File: config.mk
export PLATFORM = sky130hd
export DESIGN_NAME = utf8_modified_utf8_transcoder
export DESIGN_NICKNAME = d
export VERILOG_FILES = /design/src/rtl/utf8mt_pkg.sv /design/src/rtl/utf8mt_front.sv /design/src/rtl/utf8mt_queue.sv /design/src/rtl/utf8mt_back.sv /design/src/rtl/utf8_modified_utf8_transcoder.sv
export SDC_FILE = /design/constraint.sdc
export NUM_CORES = 1
export LEC_CHECK = 0
export BUFFER_PORTS_ARGS = -buffer_cell sky130_fd_sc_hd__buf_4
export CORE_ASPECT_RATIO = 2
export CORE_UTILIZATION = 63
export CTS_CLUSTER_DIAMETER = 80
export DETAILED_ROUTE_END_ITERATION = 12
export PLACE_DENSITY_LB_ADDON = 0.2
export SYNTH_ARGS = -nofsm -noshare
export SYNTH_HDL_FRONTEND = slang
export SYNTH_SLANG_ARGS = --single-unit
File: constraint.sdc
create_clock -name clock -period 5.2 [get_ports clock]
set_clock_uncertainty 0.1 [all_clocks]
set_input_delay 0.52 -clock clock [delete_from_list [all_inputs] [get_ports clock]]
set_output_delay 0.52 -clock clock [all_outputs]
set_load 0.1 [all_outputs]
File: src/rtl/utf8mt_pkg.sv
// Shared types and constants for the UTF-8 / modified UTF-8 transcoder.
`default_nettype none

package utf8mt_pkg;

   localparam int QUEUE_DEPTH = 4;   // power of two, pointers wrap naturally
   localparam int QUEUE_PTR_W = $clog2(QUEUE_DEPTH);
   localparam int QUEUE_CNT_W = $clog2(QUEUE_DEPTH + 1);

   localparam int CP_W = 21;

   localparam logic [7:0]      BYTE_SURR_LEAD = 8'hed;
   localparam logic [7:0]      BYTE_NUL_LEAD  = 8'hc0;
   localparam logic [7:0]      BYTE_CONT      = 8'h80;
   localparam logic [CP_W-1:0] CP_MAX_1B      = 21'h00007f;
   localparam logic [CP_W-1:0] CP_MAX_2B      = 21'h0007ff;
   localparam logic [CP_W-1:0] CP_MAX_3B      = 21'h00ffff;
   localparam logic [CP_W-1:0] CP_MAX_UNI     = 21'h10ffff;
   localparam logic [CP_W-1:0] CP_SUPP_BASE   = 21'h010000;

   typedef enum logic [1:0] {
      CMD_ENC_MOD,
      CMD_ENC_STD,
      CMD_ERROR
   } cmd_kind_type;

   // One decoded character (or error) handed from front to back.
   typedef struct packed {
      cmd_kind_type    kind;
      logic [CP_W-1:0] cp;
      logic            last;
      logic            done;
   } cmd_type;

   typedef struct packed {
      logic full;
      logic empty;
   } queue_status_type;

endpackage

`default_nettype wire

File: src/rtl/utf8mt_front.sv
// Front end: gathers source bytes into sequences and decodes code points.
`default_nettype none

module utf8mt_front
   import utf8mt_pkg::*;
(
   input  wire logic             clock,
   input  wire logic             reset,
   input  wire logic             csr_write_enable,
   input  wire logic             csr_write_data,
   input  wire logic             req_valid,
   output logic                  req_stall,
   input  wire logic [7:0]       req_in_byte,
   input  wire logic             req_end_of_string,
   input  wire queue_status_type q_status,
   output logic                  push_valid,
   output cmd_type               push_entry
);

   logic            dir_ff, dir_in;
   logic [2:0]      cnt_ff, cnt_in;
   logic [2:0]      exp_ff, exp_in;
   logic            skip_ff, skip_in;
   logic [5:0][7:0] pend_ff, pend_in;
   logic            hold_valid_ff, hold_valid_in;
   cmd_type         hold_ff, hold_in;

   logic            acc;
   logic [5:0][7:0] merged;
   logic [2:0]      lead;
   logic [2:0]      cnt_next;
   logic            pair_und;
   logic            start;
   logic            case_b;
   logic            bad;
   logic            first_v;
   logic            main_v;
   logic [CP_W-1:0] main_cp;
   cmd_type         first_cmd;
   cmd_type         main_cmd;

   // Sequence length for a lead byte, 0 when the byte cannot open one.
   function automatic logic [2:0] lead_len(input logic [7:0] b, input logic dir);
      logic [2:0] len;
      len = 3'd0;
      if (!dir) begin
         if (b <= 8'h7f)               len = 3'd1;
         else if (b[7:5] == 3'b110)    len = 3'd2;
         else if (b[7:4] == 4'b1110)   len = 3'd3;
         else if (b[7:3] == 5'b11110)  len = 3'd4;
      end else begin
         if (b inside {[8'h01:8'h7f]}) len = 3'd1;
         else if (b[7:5] == 3'b110)    len = 3'd2;
         else if (b == BYTE_SURR_LEAD) len = 3'd6;
         else if (b[7:4] == 4'b1110)   len = 3'd3;
      end
      return len;
   endfunction

   function automatic logic [CP_W-1:0] seq_cp(input logic [5:0][7:0] p,
                                              input logic [2:0] len);
      logic [CP_W-1:0] cp;
      cp = '0;
      case (len)
         3'd2: cp = {10'd0, p[0][4:0], p[1][5:0]};
         3'd3: cp = {5'd0, p[0][3:0], p[1][5:0], p[2][5:0]};
         3'd4: cp = {p[0][2:0], p[1][5:0], p[2][5:0], p[3][5:0]};
         default: cp = (CP_SUPP_BASE + {1'b0, p[1][3:0], 16'd0})
                       | {5'd0, p[2][5:0], p[4][3:0], p[5][5:0]};
      endcase
      return cp;
   endfunction

   assign req_stall = hold_valid_ff || q_status.full;
   assign acc       = req_valid && !req_stall;
   assign lead      = lead_len(req_in_byte, dir_ff);
   assign cnt_next  = 3'(cnt_ff + 3'd1);
   assign pair_und  = dir_ff && (exp_ff == 3'd6) && (cnt_ff == 3'd3);
   assign start     = (cnt_ff == 3'd0) || (exp_ff == 3'd0);
   assign case_b    = !start && pair_und && (req_in_byte != BYTE_SURR_LEAD);

   // Stored bytes with the incoming byte dropped in at the fill position.
   always_comb begin
      for (int i = 0; i < 6; i++) begin
         merged[i] = (cnt_ff == 3'(i)) ? req_in_byte : pend_ff[i];
      end
   end

   always_comb begin
      dir_in        = dir_ff;
      cnt_in        = cnt_ff;
      exp_in        = exp_ff;
      skip_in       = skip_ff;
      pend_in       = pend_ff;
      hold_valid_in = hold_valid_ff && q_status.full;
      hold_in       = hold_ff;
      bad           = 1'b0;
      first_v       = 1'b0;
      main_v        = 1'b0;
      main_cp       = '0;
      push_valid    = 1'b0;
      push_entry    = hold_ff;

      if (csr_write_enable) begin
         dir_in  = csr_write_data;
         cnt_in  = 3'd0;
         exp_in  = 3'd0;
         skip_in = 1'b0;
      end else if (acc) begin
         if (skip_ff) begin
            if (req_end_of_string) skip_in = 1'b0;
         end else begin
            if (start || case_b) begin
               // a broken-off ED xx xx goes out first, then this byte leads
               first_v    = case_b;
               pend_in[0] = req_in_byte;
               if (lead == 3'd0) begin
                  bad    = 1'b1;
                  cnt_in = 3'd0;
                  exp_in = 3'd0;
               end else if (lead == 3'd1) begin
                  main_v  = 1'b1;
                  main_cp = {13'd0, req_in_byte};
                  cnt_in  = 3'd0;
                  exp_in  = 3'd0;
               end else begin
                  cnt_in = 3'd1;
                  exp_in = lead;
                  if (req_end_of_string) bad = 1'b1;
               end
            end else begin
               if (cnt_ff < 3'd6) begin
                  pend_in[cnt_ff] = req_in_byte;
               end
               cnt_in = cnt_next;
               if (cnt_next == exp_ff) begin
                  main_v  = 1'b1;
                  main_cp = seq_cp(merged, exp_ff);
                  cnt_in  = 3'd0;
                  exp_in  = 3'd0;
               end else if (req_end_of_string) begin
                  if (dir_ff && (exp_ff == 3'd6) && (cnt_next == 3'd3)) begin
                     main_v  = 1'b1;
                     main_cp = seq_cp(merged, 3'd3);
                  end else begin
                     bad = 1'b1;
                  end
               end
            end
            if (bad) begin
               main_v = 1'b1;
               if (!req_end_of_string) skip_in = 1'b1;
            end
         end
         if (req_end_of_string) begin
            cnt_in  = 3'd0;
            exp_in  = 3'd0;
            skip_in = 1'b0;
         end
      end

      first_cmd.kind = CMD_ENC_STD;
      first_cmd.cp   = seq_cp(merged, 3'd3);
      first_cmd.last = !main_v;
      first_cmd.done = req_end_of_string && !main_v;

      main_cmd.kind  = bad ? CMD_ERROR : (dir_ff ? CMD_ENC_STD : CMD_ENC_MOD);
      main_cmd.cp    = main_cp;
      main_cmd.last  = 1'b1;
      main_cmd.done  = req_end_of_string;

      if (hold_valid_ff) begin
         push_valid = !q_status.full;
         push_entry = hold_ff;
      end else if (first_v || main_v) begin
         push_valid = 1'b1;
         push_entry = first_v ? first_cmd : main_cmd;
         if (first_v && main_v) begin
            hold_valid_in = 1'b1;
            hold_in       = main_cmd;
         end
      end
   end

   always_ff @(posedge clock) begin
      if (reset) begin
         dir_ff        <= 1'b0;
         cnt_ff        <= 3'd0;
         exp_ff        <= 3'd0;
         skip_ff       <= 1'b0;
         hold_valid_ff <= 1'b0;
      end else begin
         dir_ff        <= dir_in;
         cnt_ff        <= cnt_in;
         exp_ff        <= exp_in;
         skip_ff       <= skip_in;
         hold_valid_ff <= hold_valid_in;
      end
   end

   always_ff @(posedge clock) begin
      pend_ff <= pend_in;
      hold_ff <= hold_in;
   end

endmodule

`default_nettype wire

File: src/rtl/utf8mt_queue.sv
// Short command queue between the decode front end and the encode back end.
`default_nettype none

module utf8mt_queue
   import utf8mt_pkg::*;
(
   input  wire logic     clock,
   input  wire logic     reset,
   input  wire logic     push_valid,
   input  wire cmd_type  push_entry,
   input  wire logic     pop,
   output cmd_type       pop_entry,
   output queue_status_type status
);

   cmd_type                mem_ff [QUEUE_DEPTH];
   logic [QUEUE_PTR_W-1:0] wr_ptr_ff, wr_ptr_in;
   logic [QUEUE_PTR_W-1:0] rd_ptr_ff, rd_ptr_in;
   logic [QUEUE_CNT_W-1:0] count_ff, count_in;

   assign status.full  = (count_ff == QUEUE_CNT_W'(QUEUE_DEPTH));
   assign status.empty = (count_ff == '0);
   assign pop_entry    = mem_ff[rd_ptr_ff];

   always_comb begin
      wr_ptr_in = push_valid ? QUEUE_PTR_W'(wr_ptr_ff + 1'b1) : wr_ptr_ff;
      rd_ptr_in = pop ? QUEUE_PTR_W'(rd_ptr_ff + 1'b1) : rd_ptr_ff;
      count_in  = count_ff;
      if (push_valid && !pop)      count_in = QUEUE_CNT_W'(count_ff + 1'b1);
      else if (!push_valid && pop) count_in = QUEUE_CNT_W'(count_ff - 1'b1);
   end

   always_ff @(posedge clock) begin
      if (reset) begin
         wr_ptr_ff <= '0;
         rd_ptr_ff <= '0;
         count_ff  <= '0;
      end else begin
         wr_ptr_ff <= wr_ptr_in;
         rd_ptr_ff <= rd_ptr_in;
         count_ff  <= count_in;
      end
   end

   always_ff @(posedge clock) begin
      if (push_valid) mem_ff[wr_ptr_ff] <= push_entry;
   end

   a_no_overflow: assert property (@(posedge clock) disable iff (reset)
      push_valid |-> !status.full)
      else $error("queue push while full");

   a_no_underflow: assert property (@(posedge clock) disable iff (reset)
      pop |-> !status.empty)
      else $error("queue pop while empty");

endmodule

`default_nettype wire

File: src/rtl/utf8mt_back.sv
// Back end: encodes a code point in the target form and sends it one beat per byte.
`default_nettype none

module utf8mt_back
   import utf8mt_pkg::*;
(
   input  wire logic             clock,
   input  wire logic             reset,
   input  wire queue_status_type q_status,
   input  wire cmd_type          pop_entry,
   output logic                  pop,
   output logic                  rsp_valid,
   input  wire logic             rsp_stall,
   output logic [7:0]            rsp_out_byte,
   output logic                  rsp_run_last,
   output logic                  rsp_seq_error,
   output logic                  rsp_string_done
);

   typedef struct packed {
      logic [5:0][7:0] bytes;
      logic [2:0]      n;
      logic            err;
   } enc_type;

   logic            rsp_valid_ff, rsp_valid_in;
   logic [7:0]      byte_ff, byte_in;
   logic            run_last_ff, run_last_in;
   logic            err_ff, err_in;
   logic            done_ff, done_in;
   logic [2:0]      rem_ff, rem_in;
   logic [4:0][7:0] shift_ff, shift_in;
   logic            cmd_last_ff, cmd_last_in;
   logic            cmd_done_ff, cmd_done_in;

   logic            out_free;
   logic [2:0]      rem_next;
   enc_type         enc;

   function automatic enc_type encode(input cmd_type c);
      enc_type         e;
      logic [CP_W-1:0] cp;
      logic [3:0]      plane;
      cp      = c.cp;
      plane   = 4'(cp[20:16] - 5'd1);
      e.bytes = '0;
      e.n     = 3'd1;
      e.err   = 1'b0;
      case (c.kind)
         CMD_ENC_MOD, CMD_ENC_STD: begin
            if ((c.kind == CMD_ENC_MOD) && (cp == '0)) begin
               e.bytes[0] = BYTE_NUL_LEAD;
               e.bytes[1] = BYTE_CONT;
               e.n        = 3'd2;
            end else if (cp <= CP_MAX_1B) begin
               e.bytes[0] = cp[7:0];
            end else if (cp <= CP_MAX_2B) begin
               e.bytes[0] = {3'b110, cp[10:6]};
               e.bytes[1] = {2'b10, cp[5:0]};
               e.n        = 3'd2;
            end else if (cp <= CP_MAX_3B) begin
               e.bytes[0] = {4'b1110, cp[15:12]};
               e.bytes[1] = {2'b10, cp[11:6]};
               e.bytes[2] = {2'b10, cp[5:0]};
               e.n        = 3'd3;
            end else if (c.kind == CMD_ENC_STD) begin
               e.bytes[0] = {5'b11110, cp[20:18]};
               e.bytes[1] = {2'b10, cp[17:12]};
               e.bytes[2] = {2'b10, cp[11:6]};
               e.bytes[3] = {2'b10, cp[5:0]};
               e.n        = 3'd4;
            end else if (cp <= CP_MAX_UNI) begin
               // surrogate pair, high half then low half
               e.bytes[0] = BYTE_SURR_LEAD;
               e.bytes[1] = {4'b1010, plane};
               e.bytes[2] = {2'b10, cp[15:10]};
               e.bytes[3] = BYTE_SURR_LEAD;
               e.bytes[4] = {4'b1011, cp[9:6]};
               e.bytes[5] = {2'b10, cp[5:0]};
               e.n        = 3'd6;
            end else begin
               e.err = 1'b1;
            end
         end
         CMD_ERROR: e.err = 1'b1;
         default:   e.err = 1'b1;
      endcase
      return e;
   endfunction

   assign enc      = encode(pop_entry);
   assign out_free = !rsp_valid_ff || !rsp_stall;
   assign pop      = out_free && (rem_ff == 3'd0) && !q_status.empty;
   assign rem_next = 3'(rem_ff - 3'd1);

   always_comb begin
      rsp_valid_in = rsp_valid_ff;
      byte_in      = byte_ff;
      run_last_in  = run_last_ff;
      err_in       = err_ff;
      done_in      = done_ff;
      rem_in       = rem_ff;
      shift_in     = shift_ff;
      cmd_last_in  = cmd_last_ff;
      cmd_done_in  = cmd_done_ff;
      if (out_free) begin
         if (rem_ff != 3'd0) begin
            rsp_valid_in = 1'b1;
            byte_in      = shift_ff[0];
            err_in       = 1'b0;
            rem_in       = rem_next;
            shift_in     = {8'd0, shift_ff[4:1]};
            run_last_in  = (rem_next == 3'd0) && cmd_last_ff;
            done_in      = (rem_next == 3'd0) && cmd_done_ff;
         end else if (pop) begin
            rsp_valid_in = 1'b1;
            byte_in      = enc.bytes[0];
            err_in       = enc.err;
            rem_in       = 3'(enc.n - 3'd1);
            shift_in     = enc.bytes[5:1];
            cmd_last_in  = pop_entry.last;
            cmd_done_in  = pop_entry.done;
            run_last_in  = (enc.n == 3'd1) && pop_entry.last;
            done_in      = (enc.n == 3'd1) && pop_entry.done;
         end else begin
            rsp_valid_in = 1'b0;
         end
      end
   end

   always_ff @(posedge clock) begin
      if (reset) begin
         rsp_valid_ff <= 1'b0;
         rem_ff       <= 3'd0;
      end else begin
         rsp_valid_ff <= rsp_valid_in;
         rem_ff       <= rem_in;
      end
   end

   always_ff @(posedge clock) begin
      byte_ff     <= byte_in;
      run_last_ff <= run_last_in;
      err_ff      <= err_in;
      done_ff     <= done_in;
      shift_ff    <= shift_in;
      cmd_last_ff <= cmd_last_in;
      cmd_done_ff <= cmd_done_in;
   end

   assign rsp_valid       = rsp_valid_ff;
   assign rsp_out_byte    = byte_ff;
   assign rsp_run_last    = run_last_ff;
   assign rsp_seq_error   = err_ff;
   assign rsp_string_done = done_ff;

   a_mid_char_not_last: assert property (@(posedge clock) disable iff (reset)
      (rsp_valid_ff && (rem_ff != 3'd0)) |-> !run_last_ff)
      else $error("run_last beat while bytes of the character remain");

   a_error_is_last: assert property (@(posedge clock) disable iff (reset)
      (rsp_valid_ff && err_ff) |-> (run_last_ff && (rem_ff == 3'd0)))
      else $error("error beat is not the last beat of its input byte");

endmodule

`default_nettype wire

File: src/rtl/utf8_modified_utf8_transcoder.sv
// Top level: UTF-8 <-> modified UTF-8 byte-stream transcoder.
// Throughput: one source byte per cycle while the 4-entry command queue has room and no
// second command is held; output one beat per cycle while rsp_stall is low. A character
// encodes to 1 to 6 bytes; a byte that flushes ED xx xx and starts a char holds off input
// until its second command is pushed. Commands pass the queue, then the output register.
// Reset: synchronous active high; clears direction, sequence state, queue and output.
`default_nettype none

module utf8_modified_utf8_transcoder
   import utf8mt_pkg::*;
(
   input  wire logic       clock,
   input  wire logic       reset,
   input  wire logic       csr_write_enable,
   input  wire logic       csr_write_data,
   input  wire logic       req_valid,
   output logic            req_stall,
   input  wire logic [7:0] req_in_byte,
   input  wire logic       req_end_of_string,
   output logic            rsp_valid,
   input  wire logic       rsp_stall,
   output logic [7:0]      rsp_out_byte,
   output logic            rsp_run_last,
   output logic            rsp_seq_error,
   output logic            rsp_string_done
);

   queue_status_type q_status;
   logic             push_valid;
   cmd_type          push_entry;
   logic             pop;
   cmd_type          pop_entry;

   utf8mt_front u_front (
      .clock             (clock),
      .reset             (reset),
      .csr_write_enable  (csr_write_enable),
      .csr_write_data    (csr_write_data),
      .req_valid         (req_valid),
      .req_stall         (req_stall),
      .req_in_byte       (req_in_byte),
      .req_end_of_string (req_end_of_string),
      .q_status          (q_status),
      .push_valid        (push_valid),
      .push_entry        (push_entry)
   );

   utf8mt_queue u_queue (
      .clock      (clock),
      .reset      (reset),
      .push_valid (push_valid),
      .push_entry (push_entry),
      .pop        (pop),
      .pop_entry  (pop_entry),
      .status     (q_status)
   );

   utf8mt_back u_back (
      .clock           (clock),
      .reset           (reset),
      .q_status        (q_status),
      .pop_entry       (pop_entry),
      .pop             (pop),
      .rsp_valid       (rsp_valid),
      .rsp_stall       (rsp_stall),
      .rsp_out_byte    (rsp_out_byte),
      .rsp_run_last    (rsp_run_last),
      .rsp_seq_error   (rsp_seq_error),
      .rsp_string_done (rsp_string_done)
   );

endmodule

`default_nettype wire

# Word-level counts from Yosys, hierarchy flattened
# Memory sizes are Yosys's and may differ from the RTL's. A register that Yosys moved wholly into a read port is not among the register bits.
# Index checks and enable logic that the tools add are counted.
# Widths: inputs -> output; s select.
# op_classes
addsub	9
n_mul	0
n_div	0
magnitude_cmp	9
eq_ne	21
n_shift	0
mux	125
bitwise	6
reduce_logical	56
# ops
op	count
$mux 35	6
$mux 21	7
$mux 51	2
$mux 32	3
$mux 40	2
$mux 25	3
$mux 3	23
$pmux 21 s3	1
$mux 8	7
$mux 1	52
$bwmux 48	1
$mux 19	2
$mux 16	2
$mux 27	1
$demux 8 s3	1
$mux 24	1
$mux 6	4
$add 17x20->21 const A	1
$le 21x11->1 const B	1
$le 21x16->1 const B	1
$le 21x21->1 const B	1
$le 21x7->1 const B	1
$logic_not 21->1	1
$or 21x16->21	1
35 further kinds	101
# word_totals
regBits	145
latch_bits	0
mem_bits_rw	100
romBits	0
in_bits	15
wordCells	257
memories	1
# memory_table
name	depth	width	read_ports	rd_clocked_by_memory_dff	write_ports	line_no	rtl
u_queue.mem_ff	4	25	1	1	1	utf8mt_queue.sv:16	cmd_type mem_ff [QUEUE_DEPTH];

# Logic depth before layout (Yosys ltp)
# depth
word_depth	24
mapped_depth	19
mapped_depth_nobuf	16

# By module
# Synthesis repeated with hierarchy kept, for this count alone.
# hier_totals
hier_cells	885
hier_area_um2	11466.0
# modules_own_cells
mod	instances	cells_each	area_each_um2	seq_area_each_um2
utf8mt_front	1	393	4117.7	1891.8
utf8mt_queue	1	175	4080.2	3183.1
utf8mt_back	1	317	3268.1	1611.5

# Worst setup path before layout
# OpenSTA, ideal clock, no wires.
# synth_timing
path_type	input-to-reg
from	input req_in_byte[2]
to	register u_queue.count_ff[2]
setup_ps	70
t_arrival_ps	3531
slack_ps	1500
path_stages	13
n_path_buf	1
cell_sequence	clkbuf_1 > nand4b_1 > o311ai_1 > and2_1 > a211o_1 > o21ai_1 > o21ai_1 > ha_1 > inv_1 > fa_1 > xor2_1 > or3_1 > a21oi_1
# synth_between
elab_chain_len	22
word_cells_on_any_way	39
classes_between	order compare (2); eq/ne (3); mux (25); reduce/logical (9)
# synth_lines
element	line_no	rtl
start: declaration	utf8_modified_utf8_transcoder.sv:18	input wire logic [7:0] req_in_byte,
parallel branches: the longest is 16 deep, another holds $ge 8x1->1	n/a	
$logic_or 1x1->1 (*)	utf8mt_front.sv:175	end else if (first_v || main_v) begin
$mux 1 (*)	utf8mt_front.sv:175	
$mux 1 (*)	utf8mt_front.sv:172	if (hold_valid_ff) begin
net push_valid	utf8_modified_utf8_transcoder.sv:29	logic push_valid;
$logic_not 1->1	utf8mt_queue.sv:30	else if (!push_valid && pop) count_in = QUEUE_CNT_W'(count_ff - 1'b1);
$logic_and 1x1->1	utf8mt_queue.sv:30	
$reduce_bool 2->1 (no source line)	n/a	
end signal: assignment	utf8mt_queue.sv:41	count_ff <= count_in;
end: declaration	utf8mt_queue.sv:19	logic [QUEUE_CNT_W-1:0] count_ff, count_in;
# Mark *: on every way through the listed nets, which the timed path passes. The select of a mux whose other input is x is not followed.
# A chain may end at the register's enable or synchronous reset.

==> flow_metrics.env <==
export IMPL_vdd_drop_max_v=0.000340
export IMPL_slowest_delay_ns=0.63
export IMPL_yosys_warnings=0
export IMPL_grt_use_total=0.338
export IMPL_finalPower_mw=5.81
export IMPL_synth_top_area_frac=0.546
export IMPL_synth_edff_count=208
export IMPL_p_per_area_nw_per_um2=464
export IMPL_ys_ff_latch=230
export IMPL_finalWirelength_mm=31.4
export IMPL_synth_top_flop_cell="edfxtp_1"
export IMPL_antenna_found_initial=0
export IMPL_critPathKind="reg -> reg"
export IMPL_yosysMostFrequentCell="edfxtp_1"
export IMPL_path_clk_slew_ns=0.07
export IMPL_rr_worst_depth=13
export IMPL_hold_viol_final=0
export IMPL_maxSlewHeadroom=0.0915
export IMPL_critPathRequiredTime_ns=5.35
export IMPL_synth_commonest_cells="edfxtp_1, nor2_1, nand2_1"
export IMPL_fin_cells=1176
export IMPL_critPathBufInv=4
export IMPL_post_drt_via_cell_ratio=6.87
export IMPL_max_cap_viol_count=0
export IMPL_crit_path_max_fanout=25
export IMPL_final_nets=985
export IMPL_crit_family="simple AND/OR/NAND/NOR gates"
export IMPL_coreArea_um2=17800
export IMPL_die_w_um=97.3
export IMPL_r2r_end="u_back.shift_ff[26]$_DFFE_PP_"
export IMPL_fin_crit_ns=4.34
export IMPL_syn_nets=958
export IMPL_max_freq_mhz=230
export IMPL_io_buffers=27
export IMPL_vias=8082
export IMPL_syn_area_um2=11400
export IMPL_die_y_um=193
export IMPL_rsz0062_at_grt="no"
export IMPL_cts_resized=0
export IMPL_hold_buffers=0
export IMPL_reg2reg_slack_ns=0.86
export IMPL_setup_tns_ns=0
export IMPL_clockBufferDepth=3
export IMPL_clkSinkCount=230
export IMPL_drc_errors=0
export IMPL_worst_pin_slew_ns=1.35
export IMPL_worstPathCellList="buf_4 > mux4_2 > inv_1 > ha_1 > inv_1 > nor3_1 > nand4_1 > o21a_1 > nor2b_4 > and2_4 > nand3_4 > inv_2 > a22o_1"
export IMPL_drive_gt1_frac=0.142
export IMPL_cts_setup_buffers=0
export IMPL_cpMostUsedCell="inv_1"
export IMPL_path_depth=13
export IMPL_wl_per_cell_um=26.7
export IMPL_syn_area_per_cell_um2=12.4
export IMPL_cts_buffers=21
export IMPL_ant_nets=0
export IMPL_cp_arrival_ns=4.49
export IMPL_dp_cells=1140
export IMPL_yosysSeqAreaShare=0.585
export IMPL_p_leak_nw=4.45
export IMPL_drtIter0Drc=518
export IMPL_h_tree_depth=1
export IMPL_cts_root_buf="clkbuf_16"
export IMPL_first_pass_iters=5
export IMPL_cts_tree="yes"
export IMPL_grt_pass1_wl_mm=47.2
export IMPL_period_share=0.835
export IMPL_ioPinCount=28
export IMPL_grt_overflow_total=0
export IMPL_cpMaxStageDelayCell="mux4_2"
export IMPL_async_flop_share=0
export IMPL_synth_cells=923
export IMPL_place_gp_congestion=1.04
export IMPL_area_delta_synth_final_pct=9.50
export IMPL_setup_viol_count_final=0
export IMPL_n_antenna_cell=0
export IMPL_synth_area_top_cells="edfxtp_1, dfxtp_1, mux4_2"
export IMPL_synthDistinctLibCells=74
export IMPL_post_dp_hpwl_mm=23.5
export IMPL_maxSlewViolCount=0
export IMPL_hold_class="in -> reg"
export IMPL_crit_end="u_back.shift_ff[26]$_DFFE_PP_"
export IMPL_initial_core_util=0.643
export IMPL_grt_pass1_vias=8364
export IMPL_worstSetupEndpointType="flip-flop"
export IMPL_cp_start_kind="flip-flop"
export IMPL_fp_row_count=69
export IMPL_status="completed"
export IMPL_grt_max_degree=50
export IMPL_clk_latency_ns=0.51
export IMPL_synth_area_leader_cell="edfxtp_1"
export IMPL_die_area_um2=18700
[worst min-delay path by stage]
stage	end	cells past startpoint	start
detailed placement	u_back.shift_ff[29]$_DFFE_PP_	2	u_back.shift_ff[37]$_SDFFCE_PP0P_
CTS	u_front.dir_ff$_SDFFE_PP0P_	3	csr_write_data
global placement	u_queue.count_ff[2]$_SDFFE_PP0P_	2	u_queue.count_ff[2]$_SDFFE_PP0P_
floorplan	u_back.rem_ff[1]$_SDFFE_PP0P_	2	u_back.rem_ff[1]$_SDFFE_PP0P_
global route	u_front.hold_ff[0]$_DFFE_PP_	1	req_end_of_string
finish	u_front.dir_ff$_SDFFE_PP0P_	3	csr_write_data
[per-stage QoR]
| stage | setup slack (ns) | hold slack [ns] | utilization | area [um^2] |
|---|---|---|---|---|
| final | 0.856 | 0.164 | 0.704 | 12500 |
| after global routing | 0.508 | 0.190 | 0.704 | 12500 |
| after CTS | 0.836 | 0.158 | 0.704 | 12500 |
| after detailed placement | 0.853 | 0.405 | 0.667 | 11900 |
| after global placement | 0.906 | 0.384 | 0.667 | 11900 |
| after floorplan | 1.50 | 0.357 | - | 11400 |
[sequential cells by signal, summed over array words and instances (netlist names), 2 cells and up, named ones only]
| name | flops |
|---|---|
| u_queue.mem_ff | 100 |
| u_back.rem_ff | 3 |
| u_front.cnt_ff | 3 |
| u_queue.wr_ptr_ff | 2 |
| u_queue.count_ff | 3 |
| u_front.exp_ff | 3 |
| u_back.rsp_out_byte | 8 |
| u_queue.rd_ptr_ff | 2 |
| u_back.shift_ff | 38 |
| u_front.pend_ff | 33 |
| u_front.hold_ff | 24 |
[metal layers]
metal | share of wire | global-route usage | wire length (um)
met1 | 0.30 | 0.294 | 9410
met2 | 0.56 | 0.663 | 17500
met3 | 0.044 | 0.0435 | 1400
met4 | 0.099 | 0.290 | 3110
met5 | 0 | 0 | 0
[cells by family (layout without fill, tap and decap cells)]
group,Yosys count,count (layout),synth area share
buffers and inverters,90,130,0.0359
adder cells (fa/ha/maj),20,20,0.0225
multiplexers,66,66,0.0889
AO/OA/AOI/OAI,224,224,0.138
flip-flops,230,230,0.585
XOR/XNOR,11,11,0.00842
AND/OR/NAND/NOR,282,282,0.121
[tightest hold or removal path, stage by stage]
cell     delay, ns
buf_4         0.08
mux2i_1       0.06
nor2_1        0.08
[power breakdown]
| group | leakage, nW | switching, mW | internal [mW] |
|---|---|---|---|
| sequential | 2.10 | 0.107 | 2.42 |
| clock | 0.316 | 0.670 | 0.845 |
| combinational | 2.04 | 1.25 | 0.511 |
| total | 4.45 | 2.03 | 3.78 |
[final cells by class]
type | count | area (um^2)
Multi-Input combinational cell | 603 | 4340
Clock buffer | 23 | 533
Timing Repair Buffer | 57 | 428
Clock inverter | 13 | 130
Tap cell | 213 | 267
Fill cell | 1209 | 5260
Sequential cell | 230 | 6690
Inverter | 37 | 139
[cells in the final DEF (no fill, tap or decap), types with 15 or more instances in the layout]
cell,n
mux2i_1,26
ha_1,19
nor2_1,84
dfxtp_1,22
and2_1,25
inv_1,34
a21oi_1,44
o21ai_0,29
nand2_1,81
buf_4,57
a22oi_1,15
nand3_1,19
clkbuf_16,21
edfxtp_1,208
mux2_2,15
a22o_1,17
o31ai_1,16
nor3_1,20
mux4_2,18
Note: power is estimated with default switching activity, not from simulation.
